==> config.mk <==
export PLATFORM = sky130hd
export DESIGN_NAME = delimited_field_splitter_core
export DESIGN_NICKNAME = d
export VERILOG_FILES = /design/src/dfs_pkg.sv /design/src/delimited_field_splitter_core.sv /design/src/dfs_resolver.sv /design/src/dfs_result_queue.sv
export SDC_FILE = /design/constraint.sdc
export NUM_CORES = 1
export LEC_CHECK = 0
export ABC_AREA = 1
export BUFFER_PORTS_ARGS = -buffer_cell sky130_fd_sc_hd__buf_2
export CORE_ASPECT_RATIO = 1.75
export CORE_UTILIZATION = 40
export CTS_BUF_LIST = sky130_fd_sc_hd__clkbuf_8
export CTS_CLUSTER_DIAMETER = 100
export DETAILED_ROUTE_END_ITERATION = 6
export PLACE_DENSITY = 0.57
export SYNTH_ARGS = -nofsm -noshare
export SYNTH_HDL_FRONTEND = slang
export SYNTH_SLANG_ARGS = --single-unit
==> constraint.sdc <==
create_clock -name clk -period 8 [get_ports clk]
set_input_delay 1.2 -clock clk [delete_from_list [all_inputs] [get_ports clk]]
set_output_delay 1.2 -clock clk [all_outputs]
set_load 0.05 [all_outputs]
==> src/dfs_pkg.sv <==
// Shared types and constants of the delimited field splitter.
// Holds the result item layout, the register indexes and the reset values.
// No dependencies.
package dfs_pkg;

  // Largest delimiter the block can hold, and so the size of the held window.
  localparam int DELIM_MAX_DEF = 4;

  // Configuration register indexes.
  localparam int CFG_IDX_W = 2;
  localparam logic [CFG_IDX_W-1:0] CFG_DELIM_LEN   = 2'd0;
  localparam logic [CFG_IDX_W-1:0] CFG_DELIM_BYTES = 2'd1;
  localparam logic [CFG_IDX_W-1:0] CFG_QUOTE       = 2'd2;

  // Reset values of the configuration registers.
  localparam logic [2:0]  DELIM_LEN_RST   = 3'd1;
  localparam logic [31:0] DELIM_BYTES_RST = 32'd44;
  localparam logic [7:0]  QUOTE_RST       = 8'd34;

  // One result item.
  typedef struct packed {
    logic [7:0] out_byte;
    logic       byte_valid;
    logic       field_end;
    logic       stream_end;
    logic       quote_error;
  } result_t;

endpackage

==> src/delimited_field_splitter_core.sv <==
// Top level of the delimited field splitter: configuration registers,
// input register, scan logic and result queue.
// Depends on dfs_pkg, dfs_resolver and dfs_result_queue.
//
// Usage. The input channel carries one item per handshake: a data byte
// (in_kind low) or the end of a stream (in_kind high). The result channel
// carries one item per handshake: either one content byte or one field end.
// The end item of a stream always gives a final field end with
// out_stream_end set, and out_quote_error set if a quoted span was left
// open; downstream should then discard that stream's output.
// An accepted item is held in the input register, resolved from there as
// its results are written into the queue, and shown from the queue head.
// Throughput: one input item per cycle. An item gives up to DELIM_MAX
// results, which leave one per cycle from a queue of 2*DELIM_MAX entries;
// input is stalled while the queue has fewer than DELIM_MAX free entries,
// so the output port sets the sustained rate when bytes are released in
// bursts after a partial delimiter match.
// When the receiver stalls, the head result holds and the queue fills;
// input keeps flowing until the queue is nearly full.
// Reset (synchronous, active low) empties the queue and input register,
// clears the held window and quote state, and sets the delimiter to a
// single comma and the quote byte to a double quote.
module delimited_field_splitter_core
  import dfs_pkg::*;
#(
  parameter int DELIM_MAX = DELIM_MAX_DEF
) (
  input  logic                 clk,
  input  logic                 rst_n,
  // Configuration write port.
  input  logic                 cfg_we,
  input  logic [CFG_IDX_W-1:0] cfg_index,
  input  logic [31:0]          cfg_data,
  // Input channel.
  input  logic                 in_valid,
  output logic                 in_stall,
  input  logic                 in_kind,
  input  logic [7:0]           in_byte,
  // Result channel.
  output logic                 out_valid,
  input  logic                 out_stall,
  output logic [7:0]           out_byte,
  output logic                 out_byte_valid,
  output logic                 out_field_end,
  output logic                 out_stream_end,
  output logic                 out_quote_error
);

  localparam int CW = $clog2(DELIM_MAX+1);

  // Configuration registers.
  logic [2:0]  dlen_r;
  logic [31:0] delim_r;
  logic [7:0]  quote_r;

  // Input register.
  logic       in_vld_r;
  logic       in_kind_r;
  logic [7:0] in_byte_r;

  logic          room;
  logic          go;
  result_t       res  [DELIM_MAX];
  logic [CW-1:0] res_n;
  logic [CW-1:0] wr_n;
  result_t       head;

  always_ff @(posedge clk) begin
    if (!rst_n) begin
      dlen_r  <= DELIM_LEN_RST;
      delim_r <= DELIM_BYTES_RST;
      quote_r <= QUOTE_RST;
    end else if (cfg_we) begin
      unique case (cfg_index)
        CFG_DELIM_LEN:   dlen_r  <= cfg_data[2:0];
        CFG_DELIM_BYTES: delim_r <= cfg_data;
        CFG_QUOTE:       quote_r <= cfg_data[7:0];
        default: ;
      endcase
    end
  end

  // The registered item moves on once the queue can take its worst case
  // of DELIM_MAX results; the register reloads in that same cycle.
  assign go       = in_vld_r && room;
  assign in_stall = in_vld_r && !room;
  assign wr_n     = go ? res_n : '0;

  always_ff @(posedge clk) begin
    if (!rst_n) begin
      in_vld_r <= 1'b0;
    end else if (!in_stall) begin
      in_vld_r <= in_valid;
    end
  end

  always_ff @(posedge clk) begin
    if (!in_stall && in_valid) begin
      in_kind_r <= in_kind;
      in_byte_r <= in_byte;
    end
  end

  dfs_resolver #(
    .N (DELIM_MAX)
  ) u_resolver (
    .clk        (clk),
    .rst_n      (rst_n),
    .go_i       (go),
    .final_i    (in_kind_r),
    .byte_i     (in_byte_r),
    .dlen_cfg_i (dlen_r),
    .delim_i    (delim_r),
    .quote_i    (quote_r),
    .res_o      (res),
    .res_n_o    (res_n)
  );

  dfs_result_queue #(
    .N (DELIM_MAX)
  ) u_queue (
    .clk         (clk),
    .rst_n       (rst_n),
    .wr_res_i    (res),
    .wr_n_i      (wr_n),
    .room_o      (room),
    .out_vld_o   (out_valid),
    .out_stall_i (out_stall),
    .out_res_o   (head)
  );

  assign out_byte        = head.out_byte;
  assign out_byte_valid  = head.byte_valid;
  assign out_field_end   = head.field_end;
  assign out_stream_end  = head.stream_end;
  assign out_quote_error = head.quote_error;

endmodule

==> src/dfs_resolver.sv <==
// Scan logic of the delimited field splitter: appends a byte to the held
// window, resolves it left to right and holds the scan state.
// Depends on dfs_pkg.
module dfs_resolver
  import dfs_pkg::*;
#(
  parameter int N = DELIM_MAX_DEF
) (
  input  logic                       clk,
  input  logic                       rst_n,
  input  logic                       go_i,
  input  logic                       final_i,
  input  logic [7:0]                 byte_i,
  input  logic [2:0]                 dlen_cfg_i,
  input  logic [31:0]                delim_i,
  input  logic [7:0]                 quote_i,
  output result_t                    res_o [N],
  output logic [$clog2(N+1)-1:0]     res_n_o
);

  localparam int CW = $clog2(N+1);

  logic [7:0]    win_r   [N];
  logic [7:0]    win_nxt [N];
  logic [CW-1:0] cnt_r, cnt_nxt;
  logic          iq_r, iq_nxt;

  logic [7:0]    dbyte [N];
  logic [7:0]    w     [N];
  logic [CW-1:0] c;
  logic [CW-1:0] dlen;
  logic [N-1:0]  eq    [N];
  logic [N-1:0]  full, pre;

  // Effective delimiter length: zero counts as one, and it never exceeds N.
  assign dlen = (dlen_cfg_i == 3'd0) ? CW'(1) :
                ((32'(dlen_cfg_i) > N) ? CW'(N) : CW'(dlen_cfg_i));

  always_comb begin : p_dbyte
    for (int g = 0; g < N; g++) begin
      dbyte[g] = (g < 4) ? delim_i[8*(g%4) +: 8] : 8'd0;
    end
  end

  // Window with the new byte appended.
  always_comb begin : p_append
    c = cnt_r;
    for (int i = 0; i < N; i++) w[i] = win_r[i];
    if (!final_i && (int'(cnt_r) < N)) begin
      for (int i = 0; i < N; i++) begin
        if (CW'(i) == cnt_r) w[i] = byte_i;
      end
      c = cnt_r + 1'b1;
    end
  end

  // Byte compares of every start position against every delimiter byte.
  always_comb begin : p_eq
    for (int s = 0; s < N; s++) begin
      for (int i = 0; i < N; i++) begin
        eq[s][i] = (s + i < N) ? (w[(s+i)%N] == dbyte[i]) : 1'b0;
      end
    end
  end

  // Full match and proper-prefix match at each start position.
  always_comb begin : p_match
    int rem;
    rem = 0;
    for (int s = 0; s < N; s++) begin
      rem     = int'(c) - s;
      full[s] = (rem >= int'(dlen));
      pre[s]  = (rem < int'(dlen));
      for (int i = 0; i < N; i++) begin
        if (i < int'(dlen)) full[s] = full[s] & eq[s][i];
        if (i < rem)        pre[s]  = pre[s] & eq[s][i];
      end
    end
  end

  // Left-to-right scan over the window, one position per step.
  always_comb begin : p_scan
    logic          iq;
    logic          held;
    logic [CW-1:0] skip;
    logic [CW-1:0] k;
    logic [CW-1:0] hs;
    result_t       r;
    iq   = iq_r;
    held = 1'b0;
    skip = '0;
    k    = '0;
    hs   = '0;
    r    = '0;
    for (int j = 0; j < N; j++) res_o[j] = '0;
    for (int s = 0; s < N; s++) begin
      r = '0;
      if ((CW'(s) < c) && (skip != '0)) begin
        skip = skip - 1'b1;
      end else if ((CW'(s) < c) && !held) begin
        if (iq) begin
          if (w[s] == quote_i) begin
            iq = 1'b0;
          end else begin
            r.out_byte   = w[s];
            r.byte_valid = 1'b1;
          end
        end else if (w[s] == quote_i) begin
          iq = 1'b1;
        end else if (full[s]) begin
          r.field_end = 1'b1;
          skip        = dlen - 1'b1;
        end else if (!final_i && pre[s]) begin
          held = 1'b1;
          hs   = CW'(s);
        end else begin
          r.out_byte   = w[s];
          r.byte_valid = 1'b1;
        end
      end
      if (r.byte_valid || r.field_end) begin
        for (int j = 0; j < N; j++) begin
          if (CW'(j) == k) res_o[j] = r;
        end
        k = k + 1'b1;
      end
    end

    if (final_i) begin
      r             = '0;
      r.field_end   = 1'b1;
      r.stream_end  = 1'b1;
      r.quote_error = iq;
      for (int j = 0; j < N; j++) begin
        if (CW'(j) == k) res_o[j] = r;
      end
      k = k + 1'b1;
    end
    res_n_o = k;

    // Next state: the held tail of the window moves to the front.
    for (int i = 0; i < N; i++) begin
      win_nxt[i] = 8'd0;
      if (!final_i && held && (int'(hs) + i < int'(c))) begin
        for (int j = 0; j < N; j++) begin
          if (j == int'(hs) + i) win_nxt[i] = w[j];
        end
      end
    end
    if (final_i) begin
      cnt_nxt = '0;
      iq_nxt  = 1'b0;
    end else begin
      cnt_nxt = held ? (c - hs) : '0;
      iq_nxt  = iq;
    end
  end

  always_ff @(posedge clk) begin
    if (!rst_n) begin
      cnt_r <= '0;
      iq_r  <= 1'b0;
    end else if (go_i) begin
      cnt_r <= cnt_nxt;
      iq_r  <= iq_nxt;
    end
  end

  always_ff @(posedge clk) begin
    if (go_i) begin
      win_r <= win_nxt;
    end
  end

`ifndef ASSERT_OFF
  a_held_short : assert property (@(posedge clk) disable iff (!rst_n)
    int'(cnt_r) < N)
    else $error("held window reached its full size between items");

  a_quote_drains : assert property (@(posedge clk) disable iff (!rst_n)
    iq_r |-> (cnt_r == '0))
    else $error("bytes held while a quoted span is open");

  a_end_clears : assert property (@(posedge clk) disable iff (!rst_n)
    (go_i && final_i) |=> ((cnt_r == '0) && !iq_r))
    else $error("scan state not cleared after end of stream");
`endif

endmodule

==> src/dfs_result_queue.sv <==
// Result queue of the delimited field splitter: takes up to N result items
// in a cycle and hands them out one per cycle while the receiver does not stall.
// Depends on dfs_pkg.
module dfs_result_queue
  import dfs_pkg::*;
#(
  parameter int N = DELIM_MAX_DEF
) (
  input  logic                   clk,
  input  logic                   rst_n,
  input  result_t                wr_res_i [N],
  input  logic [$clog2(N+1)-1:0] wr_n_i,
  output logic                   room_o,
  output logic                   out_vld_o,
  input  logic                   out_stall_i,
  output result_t                out_res_o
);

  localparam int CW  = $clog2(N+1);
  localparam int QD  = 2 * N;
  localparam int PW  = $clog2(QD);
  localparam int QCW = $clog2(QD+1);

  result_t        q_r [QD];
  logic [PW-1:0]  wr_ptr_r, wr_ptr_nxt;
  logic [PW-1:0]  rd_ptr_r, rd_ptr_nxt;
  logic [QCW-1:0] count_r, count_nxt;
  logic [PW-1:0]  wslot [N];
  logic           rd;

  assign room_o    = (count_r <= QCW'(QD - N));
  assign out_vld_o = (count_r != '0);
  assign out_res_o = q_r[rd_ptr_r];
  assign rd        = out_vld_o && !out_stall_i;

  always_comb begin : p_ptr
    int sum;
    sum = 0;
    for (int k = 0; k < N; k++) begin
      sum = int'(wr_ptr_r) + k;
      if (sum >= QD) sum = sum - QD;
      wslot[k] = PW'(sum);
    end
    sum = int'(wr_ptr_r) + int'(wr_n_i);
    if (sum >= QD) sum = sum - QD;
    wr_ptr_nxt = PW'(sum);
    rd_ptr_nxt = rd_ptr_r;
    if (rd) begin
      rd_ptr_nxt = (int'(rd_ptr_r) == QD - 1) ? '0 : (rd_ptr_r + 1'b1);
    end
    count_nxt = count_r + QCW'(wr_n_i) - QCW'(rd);
  end

  always_ff @(posedge clk) begin
    if (!rst_n) begin
      wr_ptr_r <= '0;
      rd_ptr_r <= '0;
      count_r  <= '0;
    end else begin
      wr_ptr_r <= wr_ptr_nxt;
      rd_ptr_r <= rd_ptr_nxt;
      count_r  <= count_nxt;
    end
  end

  always_ff @(posedge clk) begin
    for (int k = 0; k < N; k++) begin
      if (CW'(k) < wr_n_i) q_r[wslot[k]] <= wr_res_i[k];
    end
  end

`ifndef ASSERT_OFF
  a_no_overrun : assert property (@(posedge clk) disable iff (!rst_n)
    (wr_n_i != '0) |-> room_o)
    else $error("results written without room in the queue");

  a_count_bound : assert property (@(posedge clk) disable iff (!rst_n)
    count_r <= QCW'(QD))
    else $error("queue occupancy above its depth");

  a_ptr_agree : assert property (@(posedge clk) disable iff (!rst_n)
    (wr_ptr_r == rd_ptr_r) |-> ((count_r == '0) || (count_r == QCW'(QD))))
    else $error("queue pointers disagree with occupancy");
`endif

endmodule

==> Word-level counts from Yosys, hierarchy flattened <==
Memories as Yosys holds them, arrays and structs flattened. A register that Yosys moved wholly into a read port is not among the register bits.
Index checks and enable logic that the tools add are counted.
{ "op_classes": {"add_sub_neg": 27, "mul": 0, "n_div": 0, "magnitude_cmp": 48, "eq_ne": 44, "shift": 0, "muxes": 211, "bitwise_logic": 20, "n_reduce_logical": 49} }
{ "ops": {"columns": ["cell", "n"], "rows": [
  ["$mux 12", 17],
  ["$eq 3x32->1 const A", 6],
  ["$lt 3x32->1 const A", 6],
  ["$lt 32x4->1", 6],
  ["$mux 48", 4],
  ["$mux 8", 20],
  ["$mux 3", 49],
  ["$mux 9", 16],
  ["$logic_not 32->1", 4],
  ["$eq 8x8->1", 14],
  ["$mux 10", 11],
  ["$eq 2x32->1 const A", 3],
  ["$ge 32x4->1", 3],
  ["$lt 1x32->1 const A", 3],
  ["$lt 2x32->1 const A", 3],
  ["$mux 1", 93],
  ["$mux 32", 1],
  ["$eq 2x3->1 const A", 9],
  ["$lt 1x3->1 const A", 8],
  ["$lt 2x3->1 const A", 8],
  ["$sub 3x1->3 const B", 8],
  ["$and 1x1->1", 20],
  ["$logic_and 1x1->1", 20],
  ["$logic_not 3->1", 6],
  ["other kinds (30)", 61]
]} }
{ "totals": {"register_bits": 99, "latchBits": 0, "ram_bits": 96, "romBits": 0, "inputBits": 48, "word_cells": 415, "mem_count": 1} }
{ "memory_table": {"columns": ["memory", "words", "width", "rd", "rd_clocked_by_memory_dff", "wr", "line_no", "text"], "rows": [
  ["u_queue.q_r", 8, 12, 1, 1, 4, "dfs_result_queue.sv:24", "result_t q_r [QD];"]
]} }

==> Longest topological paths before layout <==
Gate-level depths: netlist (run 1).
{ "depth": {"depth_word": 42, "ltp_mapped": 52, "mapped_depth_nobuf": 52} }

==> Cells and area by module <==
From an unflattened synthesis (run 1), not the netlist that was laid out.
{ "unflattened": {"cells_unflattened": 3043, "hier_area_um2": 18879.4} }
{ "modules_own_cells": {"columns": ["module", "n_inst", "cells_each", "area_each_um2", "seq_area_each_um2"], "rows": [
  ["dfs_result_queue", 1, 1282, 8515.7, 3143.0],
  ["dfs_resolver", 1, 1470, 8210.4, 1041.0],
  ["delimited_field_splitter_core", 1, 291, 2153.3, 1151.1]
]} }

==> Worst setup path after synthesis (run 1) <==
OpenSTA, ideal clock, no wires.
{ "synth_path": {"path_type": "register -> register", "startpoint": "register in_kind_r", "endpoint": "memory u_queue.q_r[0][0] (netlist bit) (enable)", "setup_ns": 0.361, "arrival_ns": 7.058, "t_required_ns": 7.639, "slack_ns": 0.581, "path_stages_with_launch": 43, "synth_period_minus_slack_ns": 7.419, "path_cell_list": "edfxtp_1 nor2_4 buf_8 buf_4 o21ai_0 inv_1 ha_1 ha_1 inv_1 ha_1 nand2_1 o21ai_0 o311ai_0 nor2_1 nand3_1 nor2_1 nand4_1 nand2_1 (+7 left out) nand4_1 nand2_1 nand2_1 o21ai_1 inv_1 ha_1 ha_1 inv_1 o21ai_4 ha_1 a21oi_1 nand2_4 nor2_2 nand2_1 buf_2 inv_1 a21oi_1 nand3_1"} }
{ "synth_rtl": {"columns": ["item", "line_no", "text"], "rows": [
  ["start: declaration", "delimited_field_splitter_core.sv:58", "logic in_kind_r;"],
  ["start signal: assignment", "delimited_field_splitter_core.sv:99", "in_kind_r <= in_kind;"],
  ["end: declaration", "dfs_result_queue.sv:24", null]
]} }

==> flow_summary.json, run 1 <==
{
  "syn_nets": 2761,
  "grt_use_total_pct": 35.22,
  "grt_first_pass_wirelength_um": 113800,
  "synth_top_area_share_pct": 23.86,
  "internal_power_uw": 1966,
  "wire_per_inst_um": 23.93,
  "ys_async_sr_fraction_pct": 0,
  "worstSkewPairLatency_ns": 0.55,
  "final_cell_utilization_of_the_core_pct": 45.19,
  "finalClockSkew_ns": 0.04272,
  "clockBufferDepth": 2,
  "vias_per_cell": 5.708,
  "seq_power_share_pct": 34.6,
  "setup_viol": 0,
  "report.final.slew_viol_count": 0,
  "power.net_switching_uw": 1807,
  "startpoint_type": "flip-flop",
  "finalWeightedCongestion": 1.063,
  "ys_warn_count": 0,
  "worstMarginPinSlew_ns": 1.153,
  "yosys-top-cells-count": "sky130_fd_sc_hd__nand2_1, sky130_fd_sc_hd__inv_1, sky130_fd_sc_hd__nor2_1, sky130_fd_sc_hd__o21ai_0, sky130_fd_sc_hd__nand3_1",
  "netlist-cell-type-count": 54,
  "detailedPlacementHpwl_um": 61610,
  "power.total_uw": 3773,
  "area.sequential_mm2": 0.005336,
  "ff2ff_path_depth": 43,
  "worst_hold_path_class": "reg2reg",
  "number_of_enable_type_register_cells_in_the_synthesized_netlist": 137,
  "htreeDepth": 4,
  "slew-limit-headroom_pct": 21.13,
  "peakVddDrop_mv": 0.1817,
  "hold_ws_ns": 0.4829,
  "via_count_of_the_first_global_routing_pass": 18123,
  "timing.max_cap.violations": 0,
  "synth_largest_area_cell": "sky130_fd_sc_hd__edfxtp_1",
  "drc_markers": 6,
  "synth.ff_latch_count": 198,
  "routed-via-count": 18854,
  "min_period_over_period_pct": 94.57,
  "initial_antenna_violation_count": 1,
  "routed_wl_um": 79030,
  "dieHeight_um": 276.7,
  "post_synth_and_or_nand_nor_area_fraction_pct": 32.86,
  "fp.dieArea_mm2": 0.04397,
  "synth_compound_gate_area_share_pct": 18.10,
  "drt_pre_antenna_iters": 7,
  "leakagePower_uw": 0.008782,
  "clock_power_share_pct": 18.7,
  "num-nets-final": 2847,
  "multi_input_area_mm2": 0.01028,
  "timing.critical_path.to_type": "flip-flop",
  "outcome": "finished, violations left",
  "postCtsHoldBufs": 0,
  "fill_cells": 4577,
  "ys_seq_area_share_pct": 30.94,
  "cts.reportedPaths.clkPinSlew_ns": 0.12,
  "layout.cell_area.non_filler_mm2": 0.01922,
  "final.setup.tns_ns": 0,
  "post_route_cells_drive_above_1_share_pct": 11.86,
  "tritoncts": "built",
  "postRouteAntennaNets": 0,
  "io_pins": 62,
  "combinational_family_with_the_most_area_after_synthesis": "simple AND/OR/NAND/NOR gates",
  "cts_sinks": 198,
  "cts_root_buf": "sky130_fd_sc_hd__clkbuf_8",
  "floorplan.rows": 100,
  "critical_path.slowest_cell": "sky130_fd_sc_hd__dfxtp_1",
  "parity_gate_share_of_the_synthesized_area_counting_xor_and_xnor_cells_pct": 2.177,
  "count_of_cells_along_the_worst_hold_path": 2,
  "failed_checks": "DRC",
  "syn_area_mm2": 0.01724,
  "first_iter_violations": 1532,
  "critPathMaxFanout": 21,
  "netlist_instances": 2642,
  "place_area_mm2": 0.01848,
  "cts_inserted_buffers": 17,
  "synth.area.top_cells": "sky130_fd_sc_hd__edfxtp_1, sky130_fd_sc_hd__nand2_1, sky130_fd_sc_hd__inv_1, sky130_fd_sc_hd__dfxtp_1, sky130_fd_sc_hd__o21ai_0",
  "post_synth_fa_ha_maj_area_fraction_pct": 5.283,
  "worstPathArrival_ns": 7.90,
  "clock.fmax_ghz": 0.1322,
  "floorplan.initialDensity_pct": 40.53,
  "synth_mux_area_share_pct": 0,
  "coreArea_mm2": 0.04254,
  "timing.final.crit_period_ns": 7.565,
  "critical_path_required_ns": 8.33,
  "p_sw_share_pct": 47.90,
  "postSynth.topFlopCell": "sky130_fd_sc_hd__edfxtp_1",
  "die_width_um": 158.9,
  "syn_avg_cell_area_um2": 6.526,
  "cpPeakStageDelay_ns": 0.41,
  "grt_start_max_net_pins": 53,
  "port-buffer-count": 61,
  "power.share.combinational_pct": 46.7,
  "synthMostInstantiatedCell": "sky130_fd_sc_hd__nand2_1",
  "areaGrowthSynthToFinish_pct": 11.49,
  "worst-setup-path-type": "reg2reg",
  "grt_remaining_overflow": 0,
  "power_density_mw_per_mm2": 196.3,
  "finalHoldViolCount": 0
}
## placed cells by master (no fill, tap or decap), drive strengths merged, types with 15 or more instances in the layout
master	n
nand2	703
inv	357
nor2	313
o21ai	271
nand3	244
buf	164
a21oi	143
edfxtp	137
ha	68
dfxtp	61
o211ai	46
o22ai	41
xor2	38
nor3	24
nand4	20
a31oi	19
clkbuf	18
a211oi	15
## power groups by stage
stage	Combinational [µW]	Clock [µW]	Sequential, µW
5_1_grt	1900	749	1310
4_1_cts	1700	716	1300
6_report	1760	706	1310
2_1_floorplan	1130	0	1310
3_3_place_gp	1670	0	1330
3_5_place_dp	1690	0	1330
## registers in the layout (all words and copies together) (netlist names), named ones only
register / cells
dlen_r: 3
u_resolver.iq_r: 1
delim_r: 32
u_queue.count_r: 4
in_vld_r: 1
u_resolver.win_r: 32
u_resolver.cnt_r: 3
u_queue.wr_ptr_r: 3
u_queue.q_r: 96
in_kind_r: 1
in_byte_r: 8
quote_r: 8
u_queue.rd_ptr_r: 3
## metrics by stage
step,cells,worst slack (ns)
floorplan,2642,0.5806
global placement,3258,0.03175
detailed placement,3258,-0.1339
CTS,3291,0.02602
global route,3303,-0.04051
finish,3303,0.4347
## layout make-up
cell class	count	share of cell area, %
antenna	1	0.01302
clock buffer	17	1.217
clock inverter	15	0.9177
inverter	356	7.010
multi-input combinational	1990	53.48
sequential	198	27.76
tap	561	3.651
timing repair buffer	165	5.956
## path summary, 6_finish.rpt
path / to / slack [ns] / from
max: u_queue.q_r[7][4] / 0.43 / u_resolver.cnt_r[0]
min: delim_r[25] / 0.48 / delim_r[25]
max reg2reg: u_queue.q_r[7][4] / 0.43 / u_resolver.cnt_r[0]
min reg2reg: delim_r[25] / 0.48 / delim_r[25]
## repair_timing
item                                    4_1_cts  5_1_grt
buffers inserted                              1        8
pin swaps                                     1        5
gates cloned                                  0        3
resized for setup                             3       40
endpoints found under the setup margin       88      226
hold endpoints to repair                      0        0
## layer usage
layer	part of all wire (%)	wire length [µm]	GRT usage [%]
met5	0	0	0
met4	12	9793	36.76
met3	5.1	4064	4.044
met2	51	39960	64.27
met1	32	25210	32.91
## critical path: cells and delay by family (launching register included)
kind / cells / cell delay [ns]
compound gates: 8 / 1.71
fa+ha+maj: 9 / 2.33
buf+inv: 10 / 1.10
flops: 1 / 0.41
simple gates: 16 / 1.78
## kinds of logic after synthesis
logic type | after synthesis
AOI/OAI and AO/OA | 556
xor gates and xnor gates | 42
adders and majority gates | 71
buffers and inverters | 456
DFF | 198
and+or+nand+nor | 1319
No activity file was read; power rests on OpenSTA's default activity.
==> run 2: changes to the inputs <==
--- a/config.mk
+++ b/config.mk
@@ -9,7 +9,6 @@
 export BUFFER_PORTS_ARGS = -buffer_cell sky130_fd_sc_hd__buf_2
 export CORE_ASPECT_RATIO = 1.75
 export CORE_UTILIZATION = 40
-export CTS_BUF_LIST = sky130_fd_sc_hd__clkbuf_8
 export CTS_CLUSTER_DIAMETER = 100
 export DETAILED_ROUTE_END_ITERATION = 6
 export PLACE_DENSITY = 0.57
==> run 2 against run 1 <==
Against the previous run: the run still ends with DRC left; cell count stayed put; clock power is 31% higher; combinational power about the same; critical endpoint is now u_queue.q_r[0][7]; largest power group unchanged.
==> flow_summary.json, run 2 (same netlist as run 1, synthesis figures left out) <==
{
  "outcome": "finished, violations left",
  "failed_checks": "DRC",
  "grt_start_max_net_pins": 53,
  "postRouteAntennaNets": 0,
  "timing.max_cap.violations": 0,
  "postCtsHoldBufs": 0,
  "critical_path.slowest_cell": "sky130_fd_sc_hd__edfxtp_1",
  "largest_reg_flops": 96,
  "power_density_mw_per_mm2": 205.5,
  "coreArea_mm2": 0.04254,
  "floorplan.rows": 100,
  "fp.dieArea_mm2": 0.04397,
  "finalWeightedCongestion": 1.063,
  "tritoncts": "built",
  "antenna_diodes": 0,
  "critical_path_required_ns": 8.18,
  "wire_per_inst_um": 23.97,
  "min_period_over_period_pct": 95.01,
  "commonest_non_fill_non_tap_cell_in_the_layout": "sky130_fd_sc_hd__nand2_1",
  "count_of_cells_along_the_worst_hold_path": 2,
  "layout.cells.most_common_list": "sky130_fd_sc_hd__nand2_1, sky130_fd_sc_hd__inv_1, sky130_fd_sc_hd__nor2_1",
  "cts_sinks": 198,
  "finalHoldViolCount": 0,
  "crit_path_frequent_cell": "sky130_fd_sc_hd__nand2_1",
  "cpPeakStageDelay_ns": 0.43,
  "timing.critical_path.to_type": "flip-flop",
  "hold_path_startpoint": "delim_r[25]",
  "io_pins": 62,
  "critPathMaxFanout": 24,
  "clockBufferDepth": 2,
  "slew-limit-headroom_pct": 29.06,
  "ff2ff_path_depth": 45,
  "setup_viol": 0,
  "floorplan.initialDensity_pct": 40.53,
  "htreeDepth": 4,
  "num-nets-final": 2848,
  "report.final.slew_viol_count": 0,
  "first_iter_violations": 1526,
  "finalClockSkew_ns": 0.02325,
  "final.setup.tns_ns": 0,
  "cts.reportedPaths.clkPinSlew_ns": 0.08,
  "via_count_of_the_first_global_routing_pass": 18213,
  "drt_pre_antenna_iters": 7,
  "grt_remaining_overflow": 0,
  "timing.final.crit_period_ns": 7.601,
  "clock.fmax_ghz": 0.1316,
  "placedCellCount": 3258,
  "worst-r2r-setup-slack_ns": 0.40,
  "post_route_cells_drive_above_1_share_pct": 11.89,
  "grt_first_pass_wirelength_um": 113900,
  "dieHeight_um": 276.7,
  "startpoint_type": "flip-flop",
  "port-buffer-count": 61,
  "drc_markers": 11,
  "power.total_uw": 3992,
  "areaGrowthSynthToFinish_pct": 12.66,
  "min_to": "delim_r[25]",
  "timing.rr.start": "in_kind_r",
  "leakagePower_uw": 0.008907,
  "cts_inserted_buffers": 17,
  "crit-reg2reg-capture": "u_queue.q_r[0][7]",
  "fill_cells": 4537,
  "vias_per_cell": 5.713,
  "peakVddDrop_mv": 0.1816,
  "grt_use_total_pct": 35.26,
  "worstPathArrival_ns": 7.78,
  "die_width_um": 158.9,
  "routed_wl_um": 79180,
  "detailedPlacementHpwl_um": 61610,
  "initial_antenna_violation_count": 0,
  "setup_slack_ns": 0.3992,
  "routed-via-count": 18871,
  "worst-setup-path-type": "reg2reg",
  "placement.setup.worst_slack_ns": -0.1339,
  "cts_root_buf": "sky130_fd_sc_hd__clkbuf_16",
  "worstSkewPairLatency_ns": 0.49,
  "worstMarginPinSlew_ns": 1.056,
  "final-instance-count-excl-fill": 3303,
  "worst_hold_path_class": "reg2reg"
}
-- run 2: repair_timing --
action / CTS / global route
buffers inserted: 1 / 8
endpoints found under the setup margin: 90 / 226
cloned: 0 / 3
pin swaps: 1 / 4
gates resized for setup: 3 / 43
-- run 2: critical path: cells and delay by family (launching register included) --
kind | cells | cell delay [ns]
AOI/OAI and AO/OA | 3 | 0.55
adders and majority gates | 7 | 1.56
buffers and inverters | 10 | 1.12
DFF | 1 | 0.43
and+or+nand+nor | 25 | 3.55
-- run 2: worst max-delay path by stage --
| stage | start | endpoint | slack, ns | cells after the start |
|---|---|---|---|---|
| after global placement | u_resolver.cnt_r[0] | u_queue.q_r[3][6] | 0.03 | 44 |
| after floorplan | in_kind_r | u_queue.q_r[0][0] | 0.58 | 42 |
| after global routing | u_resolver.cnt_r[1] | u_queue.q_r[7][5] | -0.06 | 49 |
| after detailed placement | u_resolver.cnt_r[0] | u_queue.q_r[1][7] | -0.13 | 43 |
| after CTS | u_resolver.cnt_r[1] | u_queue.q_r[3][11] | 0.04 | 45 |
| final | in_kind_r | u_queue.q_r[0][7] | 0.40 | 45 |
-- run 2: routing by layer --
layer	vias up	track usage, %	part of all wire (%)
li1	8930	-	-
met1	8652	32.41	32
met2	916	64.56	51
met3	373	5.242	5.4
met4	0	35.70	12
met5	-	0	0
-- run 2: layout make-up --
class | instances | area (µm²) | area share (%)
repair buffers | 166 | 1145 | 5.894
clock inverters | 14 | 172.7 | 0.8889
flip-flops and latches | 198 | 5336 | 27.47
inverters | 356 | 1344 | 6.918
well taps | 561 | 701.9 | 3.614
multi-input cells | 1990 | 10300 | 53.00
clock buffers | 18 | 429.2 | 2.209
-- run 2: power breakdown --
group | leakage, µW | internal, µW | total (µW) | switching, µW
logic | 0.00685 | 477 | 1760 | 1280
clock network | 0.000293 | 426 | 925 | 500
registers | 0.00177 | 1250 | 1310 | 57.5
-- run 2: per-stage QoR --
| stage | instance area [µm²] | utilization, % | hold WS (ns) |
|---|---|---|---|
| floorplan | 17240 | - | 0.4445 |
| global placement | 18480 | 43.44 | 0.4606 |
| detailed placement | 18480 | 43.44 | 0.4653 |
| CTS | 19110 | 44.91 | 0.4766 |
| global route | 19420 | 45.66 | 0.5106 |
| finish | 19420 | 45.66 | 0.4790 |
